File: config.mk
export PLATFORM = sky130hd
export DESIGN_NAME = grtc_udiv
export DESIGN_NICKNAME = d
export VERILOG_FILES = /design/src/rtl/core/grtc_udiv.sv
export SDC_FILE = /design/constraint.sdc
export NUM_CORES = 2
export LEC_CHECK = 0
export BUFFER_PORTS_ARGS = -buffer_cell sky130_fd_sc_hd__buf_2
export CORE_AREA = 2 2 458 460
export CTS_BUF_LIST = sky130_fd_sc_hd__clkbuf_2
export CTS_CLUSTER_DIAMETER = 200
export CTS_CLUSTER_SIZE = 16
export DETAILED_ROUTE_END_ITERATION = 12
export DIE_AREA = 0 0 460 462
export GPL_TIMING_DRIVEN = 0
export PLACE_DENSITY = 0.55
export RECOVER_POWER = 50
export SLEW_MARGIN = 20
export SYNTH_ARGS = -nofsm -noshare
export SYNTH_HDL_FRONTEND = slang
export SYNTH_SLANG_ARGS = --single-unit
File: constraint.sdc
create_clock -name clk -period 2.7 [get_ports clk]
set_input_delay 0.135 -clock clk [delete_from_list [all_inputs] [get_ports clk]]
set_output_delay 0.135 -clock clk [all_outputs]
set_load 0.005 [all_outputs]
File: src/rtl/core/grtc_udiv.sv
// pipelined restoring divider, one quotient bit per register stage
`default_nettype none
module grtc_udiv #(
  parameter int LW = 32,
  parameter int DW = 16
) (
  input  logic          clk,
  input  logic [DW-1:0] rem_init,
  input  logic [LW-1:0] dividend,
  input  logic [DW-1:0] den,
  output logic [LW-1:0] quot
);

  logic [DW-1:0] rem [1:LW];
  logic [LW-1:0] dq  [1:LW];
  logic [DW-1:0] dv  [1:LW-1];

  for (genvar i = 0; i < LW; i++) begin : g_stage
    logic [DW-1:0] rem_c;
    logic [LW-1:0] dq_c;
    logic [DW-1:0] dv_c;
    logic [DW:0]   trial;
    logic [DW:0]   diff;
    logic          ge;

    if (i == 0) begin : g_first
      assign rem_c = rem_init;
      assign dq_c  = dividend;
      assign dv_c  = den;
    end else begin : g_next
      assign rem_c = rem[i];
      assign dq_c  = dq[i];
      assign dv_c  = dv[i];
    end

    // shift in the next dividend bit and try the subtract
    assign trial = {rem_c, dq_c[LW-1]};
    assign diff  = trial - {1'b0, dv_c};
    assign ge    = trial >= {1'b0, dv_c};

    always_ff @(posedge clk) begin
      rem[i+1] <= ge ? diff[DW-1:0] : trial[DW-1:0];
      dq[i+1]  <= {dq_c[LW-2:0], ge};
    end

    if (i < LW - 1) begin : g_den
      always_ff @(posedge clk) begin
        dv[i+1] <= dv_c;
      end
    end
  end

  assign quot = dq[LW];

endmodule
`default_nettype wire

==> metrics <==
max_cap viols 0; dominant synthesized flop cell dfxtp_1; Clock Tree Buf Depth 3; gp weighted congestion 0.9007; gate count of the mapped netlist 6270; Synth Cell Area 0.07019 mm^2; WS Path Type reg2reg; simple-gate share of the synthesized area 7.838%; Synth Area in Compound Gates 10.18%; area share of the largest cell type after synthesis 57.50%; Worst Setup Slack, final -0.2237 ns; I/O Buffers 96; htree depth 4; period utilization 108.3%; fin crit period 2.924 ns; Final Power 103.8 mW; IO Count 97; adder-cell share of the synthesized area 10.01%; antenna violations before repair 5; most common cell after layout, fill and taps aside dfxtp_1; reg2reg path depth 12; leakage power 37.38 nW; final global-route overflow total 0; Async SR Flop Fraction 0%; Placed Cells 9086; WP data arrival 4.60 ns; fin nets 7683; first-pass GRT wire length 222900 um; relative slew slack 21.79%; Die X 460 um; largest family of logic cells by synthesized area compound AO/OA/AOI/OAI gates; core area 0.2081 mm^2; Post-Syn Area per Cell 11.19 um^2; cts bufs inserted 143; final hold slack 0.2282 ns; CTS tree done; syn_nets 6878; fin. max-slew vios 0; Core Util, Final 40.41%; final setup fails 106; pwr/cell area 1234 mW/mm^2; initial DRC count 1868; Clk Latency, worst-skew pair 1.75 ns; Avg WL per Cell 14.18 um; synth top area cells dfxtp_1 58%, ha_1 9.1%, mux2_2 4.1%, inv_1 3.6%, xnor2_1 3.0%; Total Routing Usage GR 12.82%; post-DP HPWL 95000 um; pin count of the biggest net entering global routing 17; Vias/cell 4.569; Clock transition at path regs 0.31 ns; Yosys top cell by area dfxtp_1; worst hold stages 0; Initial Util 33.73%; DRC 0; drt pass-1 iters 7; fin cells 9816; Post-synth EDFFs 0; Max FO, Critical Path 5; area delta synth->final 19.82%; Distinct cells, synth 92; RSZ-0062 raised after global routing true; Critical Path RT 4.38 ns; Max Fclk 342.0 MHz; Synth Area in XOR/XNOR 4.530%; status finished, violations left; Placement Setup Slack -0.9142 ns; Worst setup EP type flop; vias in the first global route 44930; Clock Sinks 2016; die footprint 0.2125 mm^2; VDD IR max 714.8 uV; post-route ant nets 0; sequential-to-total area share from yosys stat 57.50%; Chip Height 462 um; Worst-Margin Slew 1.173 ns; root buf cell clkbuf_2; mux share of post-synthesis cell area 5.779%; failing checks setup timing; share of cells above drive strength 1 22.23%; Rows 168; Clock Skew 0.1314 ns; total wire length 139200 um; crit start category flop; Hold Crit Class reg2reg; via count 44850; warnings from Yosys 0; Hold Fails Final Rpt 0; commonest non-fill, non-tap cells in the layout 1855 x dfxtp_1, 638 x inv_1, 414 x ha_1; fill count 19870; #FFs+latches synth 2016
## cell usage after synthesis (all sizes together), types with 15 or more instances
cell    count
a211o      16
a211oi     25
a21boi     48
a21o      130
a21oi     352
a31o       21
a31oi      30
and2       15
and3       25
buf        35
clkbuf     39
dfxtp    2016
fa         31
ha        512
inv       668
mux2      305
mux2i      52
nand2     235
nand2b     43
nand3      66
nand4      60
nor2      374
nor2b      95
nor3       94
nor4       15
o211ai     33
o21a       57
o21ai     254
o21bai     33
o31ai      18
o41ai      15
or2        21
or3        44
xnor2     240
xor2      123
## area by class of cell
type                    count  area [um^2]  area share (%)
clock buffers             145        725.7          0.8629
well taps                2720         3403           4.047
repair buffers            676         6027           7.167
flip-flops and latches   2016        40580           48.26
diodes                     10        25.02         0.02976
plain buffers              58        704.4          0.8376
multi-input cells        3512        29930           35.59
inverters                 668         2517           2.993
clock inverters            11        181.4          0.2157
## routing by layer
metal	vias up	wire length (um)	part of all wire [%]	global-route usage, %
met3	287	4645	3.3	2.156
li1	22700	-	-	-
met1	21200	61320	44	15.43
met4	4	4784	3.4	4.914
met2	657	68370	49	22.72
met5	-	31	0.022	0
## state kept, by name, summed over array words and instances, names as in the netlist
name / cells
dq: 1024
dv: 496
rem: 496
## report_power, final
group,total [mW],internal [mW],switching [mW]
clock,10.5,1.90,8.65
sequential,42.2,38.5,3.70
combinational,51.1,27.0,24.1
## critical path, cell delays in order, from the launching register on
cell	delay (ns)
dfxtp_1	0.41
inv_1	0.05
ha_1	0.33
a21o_2	0.25
a21oi_2	0.22
o22ai_2	0.12
a211oi_2	0.25
a21oi_1	0.10
or4_1	0.49
buf_6	0.17
buf_6	0.12
buf_6	0.11
mux2_4	0.28
## through the flow
stage               area [um^2]  setup TNS, ns
finish                    84100         -10.13
global route              84100         -28.64
CTS                       81770         -19.70
global placement          74120        -227.03
floorplan                 70240        -0.4469
detailed placement        74120        -239.02
## cells by family (layout without fill, tap and decap cells)
family,Yosys count,after routing
other,0,10
flip-flops,2016,2016
AO/OA/AOI/OAI,1114,1114
AND/OR/NAND/NOR,1135,1135
multiplexers,357,357
buffers and inverters,742,1558
adder cells (fa/ha/maj),543,543
XOR/XNOR,363,363
## path summary, 6_finish.rpt
| kind | slack [ns] | to | from |
|---|---|---|---|
| min | 0.23 | dq[2][164] | dq[2][131] |
| max reg2reg | -0.22 | rem[0][147] | dv[8][10] |
| max | -0.22 | rem[0][147] | dv[8][10] |
| min reg2reg | 0.23 | dq[2][164] | dq[2][131] |
## repair_timing
item,CTS,global route
gates cloned,11,5
hold buffers,261,0
pin swaps,172,188
setup buffers,221,95
endpoints found under the setup margin,523,488
gates resized for setup,608,458
hold endpoints to repair,64,0
Power figures use the tool's default switching activity.
